===== src/hdl/fst_node_record_decoder_unit_macros.svh =====
// Assertion macros for the node record decoder.
`ifndef FST_NODE_RECORD_DECODER_UNIT_MACROS_SVH
`define FST_NODE_RECORD_DECODER_UNIT_MACROS_SVH

// Concurrent check, quiet while reset is high.
`define FNRD_CHECK(lbl, clk_s, rst_s, prop, msg) \
  lbl: assert property (@(posedge clk_s) disable iff (rst_s) prop) else $error(msg);

// Concurrent check that also holds while reset is high.
`define FNRD_CHECK_ALWAYS(lbl, clk_s, prop, msg) \
  lbl: assert property (@(posedge clk_s) prop) else $error(msg);

`endif


===== src/hdl/fnrd_pkg.sv =====
// Shared types, constants and helpers of the node record decoder.
`timescale 1ns / 1ps
package fnrd_pkg;

  // Type byte layout
  localparam int FinalBitPos    = 0;
  localparam int CountCodeLsb   = 1;
  localparam int FinalOutBitPos = 3;

  // Result kinds
  localparam logic ItemHeader     = 1'b0;
  localparam logic ItemTransition = 1'b1;

  localparam int ValueW  = 64;
  localparam int TdataW  = 216;

  typedef struct packed {
    logic              item_kind;
    logic              is_final;
    logic              final_value_present;
    logic [ValueW-1:0] final_value;
    logic [7:0]        transition_count;
    logic [7:0]        label;
    logic [ValueW-1:0] transition_value;
    logic [ValueW-1:0] target_offset;
    logic              last_of_node;
  } result_t;

  function automatic result_t make_header(input logic ff, input logic fvf,
                                          input logic [ValueW-1:0] fval,
                                          input logic [7:0] cnt, input logic last);
    result_t r;
    r                     = '0;
    r.item_kind           = ItemHeader;
    r.is_final            = ff;
    r.final_value_present = fvf;
    r.final_value         = fvf ? fval : '0;
    r.transition_count    = cnt;
    r.last_of_node        = last;
    return r;
  endfunction

  function automatic logic [TdataW-1:0] pack_tdata(input result_t r);
    return {6'd0, r.target_offset, r.transition_value, r.label, r.transition_count,
            r.final_value, r.final_value_present, r.is_final};
  endfunction

endpackage


===== src/hdl/fst_node_record_decoder_unit.sv =====
// Node record decoder: serialized transducer node bytes in, header and transitions out.
// Input stream: one record byte per transfer on s_axis_tdata, s_axis_tuser set on the
// type byte that opens a record. A start mark in mid-record restarts decoding; bytes
// seen while idle without a start mark are dropped.
// Output stream: one node header (m_axis_tuser 0) once the header bytes are in, then one
// transition (m_axis_tuser 1) per label/output/target group; m_axis_tlast marks the
// last result of the record.
// Config channel: cfg_data sets has_output (reset 1); write it only while idle.
// Data path: a byte is held in the input register and is decoded into the result
// register; the decode step between the two registers is combinational.
// One byte is taken every cycle unless the receiver stalls with a result pending.
// Reset clears the parser to idle and empties both registers.
// When the receiver stalls, the result register holds, the input register fills, and
// s_axis_tready drops until the result is taken.
`timescale 1ns / 1ps
`include "fst_node_record_decoder_unit_macros.svh"
module fst_node_record_decoder_unit
  import fnrd_pkg::*;
(
  input  logic              clk,
  input  logic              rst,
  input  logic              s_axis_tvalid,
  output logic              s_axis_tready,
  input  logic [7:0]        s_axis_tdata,   // [7:0] data_byte
  input  logic              s_axis_tuser,   // [0] start_record
  output logic              m_axis_tvalid,
  input  logic              m_axis_tready,
  // [0] is_final, [1] final_value_present, [65:2] final_value, [73:66] transition_count,
  // [81:74] label, [145:82] transition_value, [209:146] target_offset, [215:210] zero
  output logic [TdataW-1:0] m_axis_tdata,
  output logic              m_axis_tuser,   // [0] item_kind
  output logic              m_axis_tlast,   // last_of_node
  input  logic              cfg_valid,
  output logic              cfg_ready,
  input  logic              cfg_data        // has_output
);

  typedef enum logic [2:0] {
    PH_IDLE, PH_FINAL, PH_COUNT, PH_LABEL, PH_TOUT, PH_TADDR
  } phase_t;

  logic              in_valid, in_start;
  logic [7:0]        in_byte;
  logic              has_output;

  phase_t            phase, phase_next;
  logic [2:0]        byte_index, byte_index_next;
  logic [ValueW-1:0] value_shift, value_shift_next;
  logic              final_flag, final_flag_next;
  logic              final_value_flag, final_value_flag_next;
  logic [1:0]        count_code, count_code_next;
  logic [7:0]        remaining, remaining_next;
  logic [7:0]        held_label, held_label_next;
  logic [ValueW-1:0] held_output, held_output_next;

  logic              out_valid;
  result_t           out_item;

  logic              advance, process, emit;
  result_t           res_next;
  logic              by_code;
  logic [ValueW-1:0] by_code_fval;
  logic [ValueW-1:0] value_cat;
  logic              last_byte;
  logic [7:0]        rem_dec;

  assign advance       = !out_valid || m_axis_tready;
  assign s_axis_tready = !in_valid || advance;
  assign process       = in_valid && advance;
  assign cfg_ready     = 1'b1;

  // Bytes arrive little-endian: shift each new byte in from the top.
  assign value_cat = {in_byte, value_shift[ValueW-1:8]};
  assign last_byte = (byte_index == 3'd7);
  assign rem_dec   = remaining - 8'd1;

  always_comb begin
    phase_next            = phase;
    byte_index_next       = byte_index;
    value_shift_next      = value_shift;
    final_flag_next       = final_flag;
    final_value_flag_next = final_value_flag;
    count_code_next       = count_code;
    remaining_next        = remaining;
    held_label_next       = held_label;
    held_output_next      = held_output;
    emit                  = 1'b0;
    res_next              = '0;
    by_code               = 1'b0;
    by_code_fval          = '0;

    if (in_start) begin
      final_flag_next       = in_byte[FinalBitPos];
      count_code_next       = in_byte[CountCodeLsb +: 2];
      final_value_flag_next = has_output && in_byte[FinalOutBitPos];
      byte_index_next       = '0;
      value_shift_next      = '0;
      remaining_next        = '0;
      held_label_next       = '0;
      held_output_next      = '0;
      if (final_value_flag_next) begin
        phase_next = PH_FINAL;
      end else if (count_code_next[1]) begin
        phase_next = PH_COUNT;
      end else begin
        by_code = 1'b1;
      end
    end else begin
      case (phase)
        PH_IDLE: begin
          // drop stray bytes
        end
        PH_FINAL: begin
          byte_index_next = byte_index + 3'd1;
          if (last_byte) begin
            held_output_next = value_cat;
            value_shift_next = '0;
            if (count_code[1]) begin
              phase_next = PH_COUNT;
            end else begin
              by_code      = 1'b1;
              by_code_fval = value_cat;
            end
          end else begin
            value_shift_next = value_cat;
          end
        end
        PH_COUNT: begin
          emit           = 1'b1;
          res_next       = make_header(final_flag, final_value_flag, held_output, in_byte,
                                       in_byte == 8'd0);
          remaining_next = in_byte;
          phase_next     = (in_byte == 8'd0) ? PH_IDLE : PH_LABEL;
        end
        PH_LABEL: begin
          held_label_next  = in_byte;
          held_output_next = '0;
          byte_index_next  = '0;
          value_shift_next = '0;
          phase_next       = has_output ? PH_TOUT : PH_TADDR;
        end
        PH_TOUT: begin
          byte_index_next = byte_index + 3'd1;
          if (last_byte) begin
            held_output_next = value_cat;
            value_shift_next = '0;
            phase_next       = PH_TADDR;
          end else begin
            value_shift_next = value_cat;
          end
        end
        PH_TADDR: begin
          byte_index_next = byte_index + 3'd1;
          if (last_byte) begin
            remaining_next            = rem_dec;
            emit                      = 1'b1;
            res_next.item_kind        = ItemTransition;
            res_next.label            = held_label;
            res_next.transition_value = held_output;
            res_next.target_offset    = value_cat;
            res_next.last_of_node     = (rem_dec == 8'd0);
            value_shift_next          = '0;
            phase_next                = (rem_dec == 8'd0) ? PH_IDLE : PH_LABEL;
          end else begin
            value_shift_next = value_cat;
          end
        end
        default: begin
          phase_next = PH_IDLE;
        end
      endcase
    end

    // Header complete with the count taken from the two-bit code.
    if (by_code) begin
      emit = 1'b1;
      if (count_code_next == 2'd0) begin
        res_next   = make_header(final_flag_next, final_value_flag_next, by_code_fval,
                                 8'd0, 1'b1);
        phase_next = PH_IDLE;
      end else begin
        res_next       = make_header(final_flag_next, final_value_flag_next, by_code_fval,
                                     8'd1, 1'b0);
        remaining_next = 8'd1;
        phase_next     = PH_LABEL;
      end
    end
  end

  always_ff @(posedge clk) begin
    if (rst) begin
      in_valid         <= 1'b0;
      has_output       <= 1'b1;
      phase            <= PH_IDLE;
      byte_index       <= '0;
      value_shift      <= '0;
      final_flag       <= 1'b0;
      final_value_flag <= 1'b0;
      count_code       <= '0;
      remaining        <= '0;
      held_label       <= '0;
      held_output      <= '0;
      out_valid        <= 1'b0;
    end else begin
      if (cfg_valid && cfg_ready) begin
        has_output <= cfg_data;
      end
      if (s_axis_tready) begin
        in_valid <= s_axis_tvalid;
      end
      if (process) begin
        phase            <= phase_next;
        byte_index       <= byte_index_next;
        value_shift      <= value_shift_next;
        final_flag       <= final_flag_next;
        final_value_flag <= final_value_flag_next;
        count_code       <= count_code_next;
        remaining        <= remaining_next;
        held_label       <= held_label_next;
        held_output      <= held_output_next;
      end
      if (advance) begin
        out_valid <= process && emit;
      end
    end
  end

  // Payload registers: no reset needed.
  always_ff @(posedge clk) begin
    if (s_axis_tready && s_axis_tvalid) begin
      in_byte  <= s_axis_tdata;
      in_start <= s_axis_tuser;
    end
    if (process && emit) begin
      out_item <= res_next;
    end
  end

  assign m_axis_tvalid = out_valid;
  assign m_axis_tdata  = pack_tdata(out_item);
  assign m_axis_tuser  = out_item.item_kind;
  assign m_axis_tlast  = out_item.last_of_node;

  `FNRD_CHECK(a_empty_header_last, clk, rst, (out_valid && out_item.item_kind == ItemHeader && out_item.transition_count == 8'd0) |-> out_item.last_of_node, "header with no transitions not marked last")
  `FNRD_CHECK(a_trans_no_header_flags, clk, rst, (out_valid && out_item.item_kind == ItemTransition) |-> (!out_item.is_final && !out_item.final_value_present && out_item.transition_count == 8'd0), "transition carries header fields")
  `FNRD_CHECK(a_idle_nothing_pending, clk, rst, (phase == PH_IDLE) |-> (remaining == 8'd0), "idle with transitions still pending")
  `FNRD_CHECK_ALWAYS(a_reset_clears_out, clk, rst |=> !out_valid, "result valid right after reset")

endmodule


===== config.mk =====
export PLATFORM = sky130hd
export DESIGN_NAME = fst_node_record_decoder_unit
export DESIGN_NICKNAME = d
export VERILOG_FILES = /design/src/hdl/fnrd_pkg.sv /design/src/hdl/fst_node_record_decoder_unit.sv
export VERILOG_INCLUDE_DIRS = /design/src /design/src/hdl
export SDC_FILE = /design/constraint.sdc
export NUM_CORES = 1
export LEC_CHECK = 0
export BUFFER_PORTS_ARGS = -buffer_cell sky130_fd_sc_hd__buf_2
export CORE_MARGIN = 2
export CORE_UTILIZATION = 48
export DETAILED_ROUTE_END_ITERATION = 10
export PLACE_DENSITY = 0.72
export SLEW_MARGIN = 20
export SYNTH_ARGS = -nofsm -noshare
export SYNTH_HDL_FRONTEND = slang
export SYNTH_SLANG_ARGS = --single-unit
export TNS_END_PERCENT = 50

===== constraint.sdc =====
create_clock -name clk -period 5.6 [get_ports clk]
set_input_delay 0.56 -clock clk [delete_from_list [all_inputs] [get_ports clk]]
set_output_delay 0.56 -clock clk [all_outputs]
set_load 0.01 [all_outputs]

Word-level counts from Yosys, hierarchy flattened
Cells that the tools add are included.

word-level totals
  register bits = 378
  bits of input ports = 15
  output and inout port bits = 221

operators by class
  add/subtract/negate cells = 2
  eq/ne operators = 13
  multiplexer cells = 54
  reduce and logical (&&, ||, !) cells = 21

operator list
  cell                                                   count
  2-to-1 mux 64 bit                                      10
  2-to-1 mux 212 bit                                     2
  case mux 137 bit (2 select lines)                      1
  case mux 64 bit (2 select lines)                       2
  2-to-1 mux 138 bit                                     1
  2-to-1 mux 137 bit                                     1
  2-to-1 mux 74 bit                                      1
  2-to-1 mux 8 bit                                       6
  2-to-1 mux 3 bit                                       9
  case mux 3 bit (6 select lines)                        1
  logical NOT 8 bit                                      2
  inequality test 4 bit, second input constant           4
  case mux 8 bit (2 select lines)                        1
  2-to-1 mux 1 bit                                       13
  == test 3 bit, second input constant                   3
  2-to-1 mux 2 bit                                       4
  subtractor 8 x 1 -> 8 bit, second input constant       1
  AND reduction 7 bit                                    1
  == test 3 x 2 -> 1 bit, second input constant          2
  case mux 3 bit (2 select lines)                        1
  nonzero test 3 bit                                     2
  logical AND 1 bit                                      4
  inequality test 4 x 1 -> 1 bit, second input constant  1
  AND reduction 2 bit                                    2
  other kinds (13)                                       15

Depth between registers and ports, before layout
Gate-level depths: netlist of run 1.

  depth in word-level cells = 7
  gate-level depth with buffers = 8

Least setup slack after synthesis of run 1
Ideal clock, no wire load.

  kind = register -> register
  start point = register byte_index[0]
  end point = register out_item (netlist bit m_axis_tdata[0]) (enable)
  setup time = 564 ps
  arrival = 5528 ps
  required time = 5036 ps
  path slack = -492 ps
  stages on the path, launching flop included = 7
  path buffers = 0
  clock period less this slack = 6092 ps
  cells stage by stage = dfxtp_1 ha_1 ha_1 or4bb_1 nor3_2 o41ai_1 inv_1

on the way
  longest elaborated chain between the ends = 6
  elaborated cells on any way between the ends = 9

RTL lines
  element                                                                     RTL line                                                                  source
  start: declaration                                                          fst_node_record_decoder_unit.sv:47                                        logic [2:0] byte_index, byte_index_next;
  start signal: assignment                                                    fst_node_record_decoder_unit.sv:213                                       byte_index <= byte_index_next;
  == test 3 bit (*)                                                           fst_node_record_decoder_unit.sv:74                                        assign last_byte = (byte_index == 3'd7);
  via last_byte                                                               fst_node_record_decoder_unit.sv:64                                        logic last_byte;
  2-to-1 mux 1 bit, on equally long branches                                  fst_node_record_decoder_unit.sv:154, fst_node_record_decoder_unit.sv:115
  case mux 1 bit (2 select lines) / 2-to-1 mux 1 bit (equally long branches)  fst_node_record_decoder_unit.sv:109                                       case (phase)
  2-to-1 mux 1 bit                                                            fst_node_record_decoder_unit.sv:92                                        if (in_start) begin
  2-to-1 mux 1 bit (*)                                                        fst_node_record_decoder_unit.sv:175                                       if (by_code) begin
  logical AND 1 bit (*)                                                       fst_node_record_decoder_unit.sv:234                                       if (process && emit) begin
  end signal: assignment                                                      fst_node_record_decoder_unit.sv:235                                       out_item <= res_next;
  end: declaration                                                            fst_node_record_decoder_unit.sv:57                                        result_t out_item;

Mark *: on every way through the listed nets, which the timed path passes. The rest lies on a longest branch.
A chain may end at the register's enable or synchronous reset.

Worst setup path after layout of run 1
  start point = register byte_index[0]
  end point = register out_item (netlist bit m_axis_tdata[186]) (enable)

The elaborated chain is that of the path after synthesis.

==> results of run 1 <==
-- layer usage --
layer  track usage (%)  part of all wire, %  vias to the layer above
li1                  -                    -                     5045
met1              31.2                   44                     5315
met2              34.8                   47                      430
met3              3.61                  7.0                       61
met4              6.76                  2.3                        0
met5                 0                    0                        -
-- registers in the layout (all words and copies together) (netlist names), 2 cells and up --
name	count
value_shift	56
phase	3
in_byte	8
held_output	64
remaining	8
count_code	2
byte_index	3
held_label	8
m_axis_tdata	210
-- synth_stat cells (all sizes together) (4+ instances only) --
cell type	n
nor3b	4
a31oi	4
nor3	8
nor2b	12
and3	10
o21ai	129
or4	7
nor2	34
a21o	5
dfxtp	149
a21oi	136
or2	4
nor4	5
nand2	19
edfxtp	221
nand4b	6
a2bb2oi	4
clkbuf	51
inv	7
nand2b	5
nand4	65
buf	79
a22o	64
mux2i	13
nand3	53
ha	4
and2	132
-- logic make-up after synthesis --
family,count (synthesis)
multiplexers,14
buffers and inverters,137
flip-flops,370
AND/OR/NAND/NOR,374
adder cells (fa/ha/maj),4
other,2
AO/OA/AOI/OAI,369
XOR/XNOR,3
-- final cells by class --
type | count | area [sq um] | share of cell area, %
clock buffers | 50 | 1050 | 5.99
clock inverters | 15 | 120 | 0.687
inverters | 7 | 32.5 | 0.186
multi-input cells | 771 | 4840 | 27.7
flip-flops and latches | 370 | 9620 | 55.0
well taps | 402 | 503 | 2.88
repair buffers | 247 | 1330 | 7.58
-- how the worst min path moves through the flow --
stage                                   endpoint  slack (ns)  cells past startpoint
detailed placement    byte_index[2]$_SDFFE_PP0P_        0.48                      2
global route                in_byte[3]$_DFFE_PP_        0.22                      1
finish                      in_byte[3]$_DFFE_PP_        0.22                      1
global placement    held_output[32]$_SDFFE_PP0P_        0.47                      2
floorplan             byte_index[1]$_SDFFE_PP0P_        0.45                      2
CTS                         in_byte[3]$_DFFE_PP_        0.20                      1
-- critical path, cell delays in order (launching register included) --
cell	delay [ns]
dfxtp_1	0.32
ha_1	0.20
ha_1	0.38
nand4b_1	0.67
nor2_4	0.05
o41ai_1	0.58
clkinvlp_4	0.76
buf_12	0.46
-- where the power goes --
group          internal [mW]  switching [mW]  total, mW  leakage [nW]
sequential              2.88          0.0200       2.90          3.59
clock                   1.40            1.00       2.40         0.581
combinational         0.0362           0.126      0.162          2.62
-- per-stage QoR --
stage / worst slack, ns / instance area (sq um) / instances / utilization, %
finish: 1.68 / 17500 / 1862 / 55.9
global route: 1.46 / 17500 / 1862 / 55.9
CTS: 1.76 / 17400 / 1859 / 55.7
detailed placement: 1.82 / 16300 / 1794 / 51.9
global placement: 1.93 / 16300 / 1794 / 51.9
floorplan: 0.214 / 15200 / 1278 / -
==> summary.txt, run 1 <==
Run status
  • Status: complete, no violations

Global route
  • Grt total ovfl: 0
  • Largest net degree at the start of global routing: 132
  • Number of global-route vias before repair: 10300
  • First-pass GRT wire length: 57.8 mm
  • Initial antenna violation count: 0
  • GRT Resource Usage Total: 22.0%

Floorplan
  • Total die area: 33000 sq um
  • Site row count: 65
  • Boundary Pins: 236
  • Core area: 31300 sq um
  • Starting Density: 48.3%
  • Die height: 182 microns
  • Die W: 182 microns

Critical path
  • Worst setup path endpoint: m_axis_tdata[186]$_SDFFCE_PN0P_
  • R2r setup slk: 1.68 ns
  • Worst-path fanout max: 110
  • Launching point of the worst reg2reg path: byte_index[0]$_SDFFE_PP0P_
  • Worst setup EP type: flip-flop
  • Crit Path Class: flip-flop to flip-flop
  • Critical Path RT: 5.75 ns
  • R2R cell count: 7
  • CP arrival: 4.07 ns
  • CP startpoint kind: flip-flop
  • Reg2reg end: m_axis_tdata[186]$_SDFFCE_PN0P_
  • Critical path startpoint: byte_index[0]$_SDFFE_PP0P_

Clock tree
  • CTS H-Tree Depth: 2
  • CTS sink cnt: 370
  • PostCTS Resize Cnt: 0
  • CTS buffer count: 37
  • Reg clk slew, reported paths: 0.06 ns
  • Post-CTS Setup Inserts: 0
  • Clk root buf: clkbuf_16
  • Worst skew pair latency: 0.51 ns
  • Hold-fix buffers at CTS: 0
  • CTS tree: done
  • Clock Path Buffers: 3

Timing
  • Final Critical Period: 3.92 ns
  • Worst-margin pin slew: 1.01 ns
  • Final Hold Viols: 0
  • Setup TNS: 0 ns
  • RSZ-0062 raised after global routing: false
  • Fin crit share: 70.1%
  • Final hold slack: 0.225 ns
  • Max-slew violations: 0
  • Slew margin rel.: 32.9%
  • Final setup fails: 0
  • Final Skew: 0.0143 ns
  • Fmax: 0.255 GHz

Yosys
  • Sequential-to-total area share from yosys stat: 63.6%
  • Avg Inst Size Synth: 11.9 sq um
  • Post-Synthesis Cells: 1273
  • Main combinational cell family by area after synthesis: compound AO/OA/AOI/OAI gates
  • Post-synthesis simple-gate area fraction: 15.0%
  • Area share of the largest cell type after synthesis: 43.9%
  • XOR/XNOR Fraction of Synth Area: 0.174%
  • Post-Syn Area: 15100 sq um
  • Synth Register Bits: 370
  • Top cells by area, synth: edfxtp_1 (44%), dfxtp_1 (20%), and2_1 (5.5%), a21oi_1 (4.5%), o21ai_0 (3.8%)
  • Post-synthesis mux area share: 0.935%
  • Yosys warns: 0
  • Synth Area in Compound Gates: 15.1%
  • Post-Synth Adder-Cell Area: 0.331%
  • Number of flops mapped to enable cells by yosys: 221
  • Ys flop type: edfxtp_1
  • Cell taking the most area after synthesis: edfxtp_1
  • FFs w/ async S/R, synth: 0%
  • Post-synth cell types: 78

Drt
  • Drt pass-1 iters: 5
  • DRC violations left: 0
  • Via count: 10900
  • Iteration-0 DRC Markers: 1002
  • DRT Wirelength: 37.3 mm
  • Final ANT Viol Nets: 0
  • Via-to-Cell Ratio: 5.83
  • Post-DR wirelength/cell: 20.0 microns

Hold path
  • Min-delay src: s_axis_tdata[3]
  • Hold Crit Class: primary input to flip-flop

Place
  • Buffers on Ports: 228
  • Detailed placement HPWL: 22.4 mm
  • Final weighted congestion in routability-driven placement: 0.849

Pwr
  • Total Power: 5.46 mW
  • Peak VDD IR: 190 uV
  • Power Density: 312 nW/um^2
  • P_leak: 6.80 nW

Final layout
  • N_diodes: 0
  • Ratio of cells with drive above 1 in the final layout: 22.5%
  • Commonest non-fill, non-tap cell in the layout: buf_2
  • Layout area overhead: 15.6%
  • Nets: 1453
  • Filler instances: 2599
  • Most frequent cells in the layout: buf_2 (227), edfxtp_1 (221), dfxtp_1 (149)

Run
  • Max-Cap Viols: 0
No activity file was read; power rests on OpenSTA's default activity.
==> inputs of run 2 (changes only) <==
--- a/config.mk
+++ b/config.mk
@@ -6,6 +6,7 @@
 export SDC_FILE = /design/constraint.sdc
 export NUM_CORES = 1
 export LEC_CHECK = 0
+export ABC_AREA = 1
 export BUFFER_PORTS_ARGS = -buffer_cell sky130_fd_sc_hd__buf_2
 export CORE_MARGIN = 2
 export CORE_UTILIZATION = 48
==> constraint.sdc (replaced) <==
create_clock -name clk -period 3.6 [get_ports clk]
set_input_delay 0.36 -clock clk [delete_from_list [all_inputs] [get_ports clk]]
set_output_delay 0.36 -clock clk [all_outputs]
set_load 0.01 [all_outputs]
==> run 2 against run 1 <==
Critical path depth shrank 1. Flip-flop and latch count did not move. Via count is 3.9% lower. Worst setup slack got worse by 0.70 ns. Critical endpoint is now m_axis_tdata[7]$_DFFE_PP_. Critical path type unchanged. Clock power is 58% higher.
==> summary.txt, run 2 <==
Timing
  • Setup TNS: 0 ns (unchanged)
  • Final Critical Period: 2.63 ns (-1.30 ns)
  • Fmax: 0.380 GHz (+49%)
  • Final Hold Viols: 0 (unchanged)
  • Final setup fails: 0 (unchanged)
  • Final Skew: 0.0181 ns (+0.00379 ns)
  • Slew margin rel.: 34.5% (+1.5 points)
  • Fin crit share: 73.0% (+2.9 points)
  • Max-slew violations: 0 (unchanged)
  • RSZ-0062 raised after global routing: false
  • Worst-margin pin slew: 0.982 ns (-0.0239 ns)

Floorplan
  • Core area: 29500 sq um (-5.8%)
  • Die height: 177 microns (-2.7%)
  • Total die area: 31200 sq um (-5.3%)
  • Site row count: 63 (-3.1%)
  • Starting Density: 48.5% (+0.20 points)
  • Boundary Pins: 236 (unchanged)
  • Die W: 177 microns (-2.7%)

Critical path
  • Critical Path RT: 3.82 ns (-1.93 ns)
  • R2R cell count: 6 (-1)
  • CP arrival: 2.84 ns (-1.23 ns)
  • Launching point of the worst reg2reg path: phase[2]$_SDFFE_PP0P_
  • CP startpoint kind: flip-flop
  • Worst-path fanout max: 36 (-67%)
  • Reg2reg end: m_axis_tdata[7]$_DFFE_PP_
  • Worst setup EP type: flip-flop
  • Crit Path Class: flip-flop to flip-flop
  • R2r setup slk: 0.97 ns (-0.70 ns)

Yosys
  • Synth cell count leaders: edfxtp_1 (221), nor2_1 (188), inv_1 (167)
  • Sequential-to-total area share from yosys stat: 67.2% (+3.7 points)
  • FFs w/ async S/R, synth: 0% (unchanged)
  • Area share of the largest cell type after synthesis: 46.4% (+2.5 points)
  • Cell taking the most area after synthesis: edfxtp_1
  • Ys flop type: edfxtp_1
  • Number of flops mapped to enable cells by yosys: 221 (unchanged)
  • Synth Register Bits: 370 (unchanged)
  • Post-Synthesis Cells: 1303 (+2.4%)
  • Most frequent cell after synthesis: edfxtp_1
  • Post-Syn Area: 14300 sq um (-5.5%)
  • Avg Inst Size Synth: 11.0 sq um (-7.6%)
  • Post-synth cell types: 32 (-59%)
  • Top cells by area, synth: edfxtp_1 (46%), dfxtp_1 (21%), a211oi_1 (5.4%), nor2_1 (4.9%), inv_1 (4.4%)
  • Yosys warns: 0 (unchanged)

Hold path
  • Hold Crit Class: primary input to flip-flop
  • Min-delay src: s_axis_tdata[3]
  • Hold Path End: in_byte[3]$_DFFE_PP_
  • WHS Path Cells: 1 (unchanged)

Global route
  • Number of global-route vias before repair: 9647 (-6.3%)
  • GRT Resource Usage Total: 20.9% (-1.1 points)
  • Grt total ovfl: 0 (unchanged)
  • Largest net degree at the start of global routing: 117 (-11%)
  • First-pass GRT wire length: 51.9 mm (-10%)
  • Initial antenna violation count: 0 (unchanged)

Clock tree
  • Clock Path Buffers: 3 (unchanged)
  • PostCTS Resize Cnt: 0 (unchanged)
  • Post-CTS Setup Inserts: 0 (unchanged)
  • Clk root buf: clkbuf_16
  • CTS sink cnt: 370 (unchanged)
  • Hold-fix buffers at CTS: 3 (+3)
  • CTS H-Tree Depth: 2 (unchanged)
  • CTS tree: done
  • Reg clk slew, reported paths: 0.06 ns (about the same)
  • CTS buffer count: 38 (+2.7%)
  • Worst skew pair latency: 0.52 ns (about the same)

Place
  • Detailed placement HPWL: 21.6 mm (-3.5%)
  • Buffers on Ports: 228 (unchanged)
  • DP Cell Count: 1841 (+2.6%)
  • Final weighted congestion in routability-driven placement: 0.838 (-1.3%)

Pwr
  • Gate power share: 6.5% (+3.5 points)
  • Sequential power share: 51.6% (-1.4 points)
  • Switching fraction of total power: 23.1% (+2.1 points)
  • Int Power: 6.95 mW (+61%)
  • Peak VDD IR: 383 uV (+100%)
  • Power Density: 532 nW/um^2 (+70%)
  • Psw: 2.09 mW (+82%)
  • Clk pwr share: 41.8% (-2.2 points)
  • P_leak: 6.70 nW (-1.4%)

Drt
  • Via count: 10400 (-3.9%)
  • DRT Wirelength: 33.8 mm (-9.4%)
  • DRC violations left: 0 (unchanged)
  • Met1 Wirelength: 14.5 mm (-12%)
  • Met3 wire len: 2.04 mm (-22%)
  • Final ANT Viol Nets: 0 (unchanged)
  • Drt pass-1 iters: 5 (unchanged)
  • Routed length on met2: 16.4 mm (-5.9%)
  • Via-to-Cell Ratio: 5.44 (-6.6%)
  • Iteration-0 DRC Markers: 807 (-19%)
  • Highest layer used for signal routing: met4
  • Post-DR wirelength/cell: 17.6 microns (-12%)

Final layout
  • Layout area overhead: 18.6%
  • Commonest non-fill, non-tap cell in the layout: buf_2
  • Filler instances: 2481 (-4.5%)
  • Ratio of cells with drive above 1 in the final layout: 21.4% (-1.1 points)
  • N_diodes: 0 (unchanged)
  • Nets: 1514 (+4.2%)
  • Most frequent cells in the layout: buf_2 (227), edfxtp_1 (221), nor2_1 (184)
  • Filler-free cell count of the finished design: 1915 (+2.8%)
  • Number of flip-flops in the largest register: 210 (unchanged)

Run
  • Max-Cap Viols: 0 (unchanged)

Run status
  • Status: complete, no violations
[run 2: changes by cell type after synthesis, moves of 41 or more]
cell      delta
o21ai_0     -72
a31oi_1     +46
a211oi_1   +100
nand3_1     -41
nand4_1     -60
a22o_1      -64
inv_1      +161
nor2_1     +157
and2_1     -132
o22ai_1     +65
[run 2: cell families after synthesis]
logic type,after synthesis,synth area share (%)
compound gates,380,16.7
xor+xnor,2,0.122
fa+ha+maj,4,0.350
buf+inv,273,8.00
flops,370,67.2
other cells,2,0.0525
simple gates,272,7.55
[run 2: how the worst max path moves through the flow]
| stage | from | to | slack [ns] |
|---|---|---|---|
| detailed placement | phase[0]$_SDFFE_PP0P_ | value_shift[26]$_SDFFE_PP0P_ | 0.84 |
| finish | phase[2]$_SDFFE_PP0P_ | m_axis_tdata[7]$_DFFE_PP_ | 0.97 |
| global route | phase[2]$_SDFFE_PP0P_ | m_axis_tdata[19]$_DFFE_PP_ | 0.84 |
| global placement | phase[0]$_SDFFE_PP0P_ | value_shift[27]$_SDFFE_PP0P_ | 0.93 |
| floorplan | byte_index[0]$_SDFFE_PP0P_ | m_axis_tdata[0]$_DFFE_PP_ | -1.57 |
| CTS | phase[0]$_SDFFE_PP0P_ | value_shift[26]$_SDFFE_PP0P_ | 0.82 |
[run 2: layout make-up]
cell class              count  area [sq um]  share of cell area (%)
clock buffers              47           995                    5.86
clock inverters            23           199                    1.17
inverters                 174           659                    3.89
multi-input cells         665          3630                    21.4
flip-flops and latches    370          9620                    56.7
well taps                 390           488                    2.88
repair buffers            246          1370                    8.07
[run 2: power groups by stage]
| stage | Clock, mW | Sequential, mW | Combinational (mW) |
|---|---|---|---|
| floorplan | 0 | 4.75 | 0.427 |
| global placement | 0 | 4.75 | 0.564 |
| detailed placement | 0 | 4.75 | 0.574 |
| global route | 3.99 | 4.67 | 0.653 |
| CTS | 3.83 | 4.66 | 0.581 |
| finish | 3.78 | 4.66 | 0.587 |
[run 2: stage by stage]
stage	setup slack, ns	utilization [%]	cell area, sq um	power [mW]	hold slack (ns)
2_1_floorplan	-1.57	-	14400	5.17	0.430
3_3_place_gp	0.928	53.3	15700	5.32	0.442
3_5_place_dp	0.842	53.3	15700	5.33	0.447
4_1_cts	0.819	57.4	16900	9.08	0.00361
5_1_grt	0.835	57.5	17000	9.31	0.00853
6_report	0.971	57.5	17000	9.03	0.0234
[run 2: worst max-delay path, cell delays in order, from the launching register on]
cell     delay (ns)
dfxtp_1        0.40
inv_1          0.11
nand3_1        0.35
nor2_2         0.12
nand2_2        0.67
buf_4          0.48
o22ai_1        0.13
[run 2: layer usage]
metal / vias to the layer above / GRT usage, %
met4: 0 / 6.61
met3: 71 / 3.26
met5: - / 0
met2: 429 / 34.3
li1: 4964 / -
met1: 4961 / 28.7
==> inputs of run 3 (changes only) <==
--- a/config.mk
+++ b/config.mk
@@ -11,7 +11,7 @@
 export CORE_MARGIN = 2
 export CORE_UTILIZATION = 48
 export DETAILED_ROUTE_END_ITERATION = 10
-export PLACE_DENSITY = 0.72
+export PLACE_DENSITY = 0.7
 export SLEW_MARGIN = 20
 export SYNTH_ARGS = -nofsm -noshare
 export SYNTH_HDL_FRONTEND = slang
==> constraint.sdc (replaced) <==
create_clock -name clk -period 2.49 [get_ports clk]
set_input_delay 0.249 -clock clk [delete_from_list [all_inputs] [get_ports clk]]
set_output_delay 0.249 -clock clk [all_outputs]
set_load 0.01 [all_outputs]
==> run 3 against run 2 <==
Hold slack better by 0.00078 ns. Clock-buffer cell count increased by 9. Maximum frequency grew 19%. Cell count increased by 1.7%. Via count is 0.25% higher. Register-to-register slack worse by 0.70 ns. Global-route usage up 0.49 points. Total power increased by 44%. First-iteration DRC count is 8.6% higher. Critical endpoint is now m_axis_tdata[119]$_SDFFCE_PN0P_. Flip-flop and latch count is the same. Combinational power rose by 54%. Clock power rose by 43%.
==> summary.txt, run 3 (synthesis results as in run 2) <==
Floorplan
  • Total die area: 31200 sq um (unchanged)
  • Starting Density: 48.5% (unchanged)
  • Die W: 177 microns (unchanged)
  • Site row count: 63 (unchanged)
  • Die height: 177 microns (unchanged)
  • Core area: 29500 sq um (unchanged)
  • Boundary Pins: 236 (unchanged)

Timing
  • Final hold slack: 0.0241 ns (+0.000780 ns)
  • Final Critical Period: 2.22 ns (-0.412 ns)
  • Fmax: 0.451 GHz (+19%)
  • Slew margin rel.: 55.0% (+21 points)
  • Max-slew violations: 0 (unchanged)
  • Final setup fails: 0 (unchanged)
  • Fin crit share: 89.0% (+16 points)
  • Worst-margin pin slew: 0.675 ns (-0.307 ns)
  • RSZ-0062 raised after global routing: false
  • Final Skew: 0.0115 ns (-0.00666 ns)
  • Final Hold Viols: 0 (unchanged)

Final layout
  • Most frequent cells in the layout: buf_2 (227), edfxtp_1 (221), nor2_1 (184)
  • Ratio of cells with drive above 1 in the final layout: 22.6% (+1.2 points)
  • Layout area overhead: 20.9%
  • Area of the multi-input gates: 3630 sq um (unchanged)
  • Commonest non-fill, non-tap cell in the layout: buf_2
  • N_diodes: 0 (unchanged)
  • Register area: 9620 sq um (unchanged)
  • Filler-free cell count of the finished design: 1947 (+1.7%)
  • Nets: 1548 (+2.2%)
  • Filler instances: 2478 (-0.12%)
  • Number of flip-flops in the largest register: 210 (unchanged)

Hold path
  • Hold Crit Class: primary input to flip-flop

Global route
  • Largest net degree at the start of global routing: 130 (+11%)
  • GRT Resource Usage Total: 21.4% (+0.49 points)
  • Number of global-route vias before repair: 9853 (+2.1%)
  • Initial antenna violation count: 0 (unchanged)
  • First-pass GRT wire length: 53.1 mm (+2.3%)
  • Grt total ovfl: 0 (unchanged)

Clock tree
  • CTS H-Tree Depth: 2 (unchanged)
  • CTS tree: done
  • Worst skew pair latency: 0.51 ns (about the same)
  • Clk root buf: clkbuf_16
  • Clock Path Buffers: 3 (unchanged)
  • CTS buffer count: 37 (-2.6%)
  • Reg clk slew, reported paths: 0.06 ns (about the same)
  • PostCTS Resize Cnt: 0 (unchanged)
  • CTS sink cnt: 370 (unchanged)

Pwr
  • P_leak: 6.88 nW (+2.7%)
  • Power Density: 753 nW/um^2 (+42%)
  • Total Power: 13.0 mW (+44%)
  • Peak VDD IR: 464 uV (+21%)

Drt
  • Post-DR wirelength/cell: 17.4 microns (-1.2%)
  • DRT Wirelength: 34.0 mm (+0.49%)
  • Drt pass-1 iters: 6 (+1)
  • Iteration-0 DRC Markers: 876 (+8.6%)
  • Via-to-Cell Ratio: 5.37 (-1.4%)
  • Final ANT Viol Nets: 0 (unchanged)
  • Via count: 10500 (+0.25%)
  • DRC violations left: 0 (unchanged)

Critical path
  • CP arrival: 2.41 ns (-0.43 ns)
  • Worst setup EP type: flip-flop
  • Worst-path fanout max: 39 (+8.3%)
  • CP startpoint kind: flip-flop
  • Crit Path Class: flip-flop to flip-flop
  • Critical Path RT: 2.69 ns (-1.13 ns)

Place
  • Detailed placement HPWL: 22.0 mm (+2.1%)
  • Buffers on Ports: 228 (unchanged)
  • Final weighted congestion in routability-driven placement: 0.863 (+3.0%)
  • DP Cell Count: 1869 (+1.5%)

Run status
  • Status: complete, no violations

Run
  • Max-Cap Viols: 0 (unchanged)
-- run 3: cell types whose count changed in the layout (fill, tap and decap cells not counted), sizes merged --
cell	previous run	this run
buf	243	270
bufinv	3	2
clkbuf	47	56
clkinv	19	9
dlygate4sd3	3	11
inv	175	174
-- run 3: power by group --
part	total [mW]	switching (mW)	internal [mW]	leakage (nW)
clock	5.39	2.23	3.16	0.574
combinational	0.906	0.631	0.275	2.72
sequential	6.73	0.0924	6.64	3.59
total	13.0	2.96	10.1	6.88
-- run 3: final timing paths --
path | start | end | slack [ns] | cells past startpoint
max reg2reg | phase[2]$_SDFFE_PP0P_ | m_axis_tdata[119]$_SDFFCE_PN0P_ | 0.27 | 8
min | s_axis_tvalid | in_valid$_SDFFE_PP0N_ | 0.02 | 3
max | phase[2]$_SDFFE_PP0P_ | m_axis_tdata[119]$_SDFFCE_PN0P_ | 0.27 | 8
min reg2reg | held_label[1]$_SDFFE_PP0P_ | held_label[1]$_SDFFE_PP0P_ | 0.46 | 2
-- run 3: stage by stage --
stage	utilization, %	TNS (ns)	setup WS [ns]	instance area [sq um]
2_1_floorplan	-	-571.72	-2.68	14400
3_3_place_gp	54.3	0	0.347	16000
3_5_place_dp	54.3	0	0.291	16000
4_1_cts	58.7	0	0.263	17300
5_1_grt	58.7	0	0.109	17300
6_report	58.7	0	0.273	17300
-- run 3: critical path, cell delays in order, from the launching register on --
cell     delay (ns)
dfxtp_1        0.40
nand3_1        0.26
nor2_4         0.19
inv_2          0.10
nor2_2         0.19
inv_4          0.07
a31oi_4        0.22
buf_12         0.21
buf_12         0.23
-- run 3: area by class of cell --
class,instances,share of cell area (%)
clock inverter,11,0.694
multi-input combinational,665,21.0
tap,390,2.82
inverter,174,3.81
clock buffer,56,6.12
timing repair buffer,281,9.94
sequential,370,55.6
-- run 3: metal layers --
metal  track usage [%]  vias up  wire length [microns]
li1                  -     5039                      -
met1              29.9     4954                  14900
met2              34.5      396                  16100
met3              3.46       62                   2160
met4              6.61        0                    862
met5                 0        -                      0
-- run 3: timing repair --
item	4_1_cts	5_1_grt
hold buffers	11	0
buffers inserted	0	0
endpoints found under the hold margin	10	0
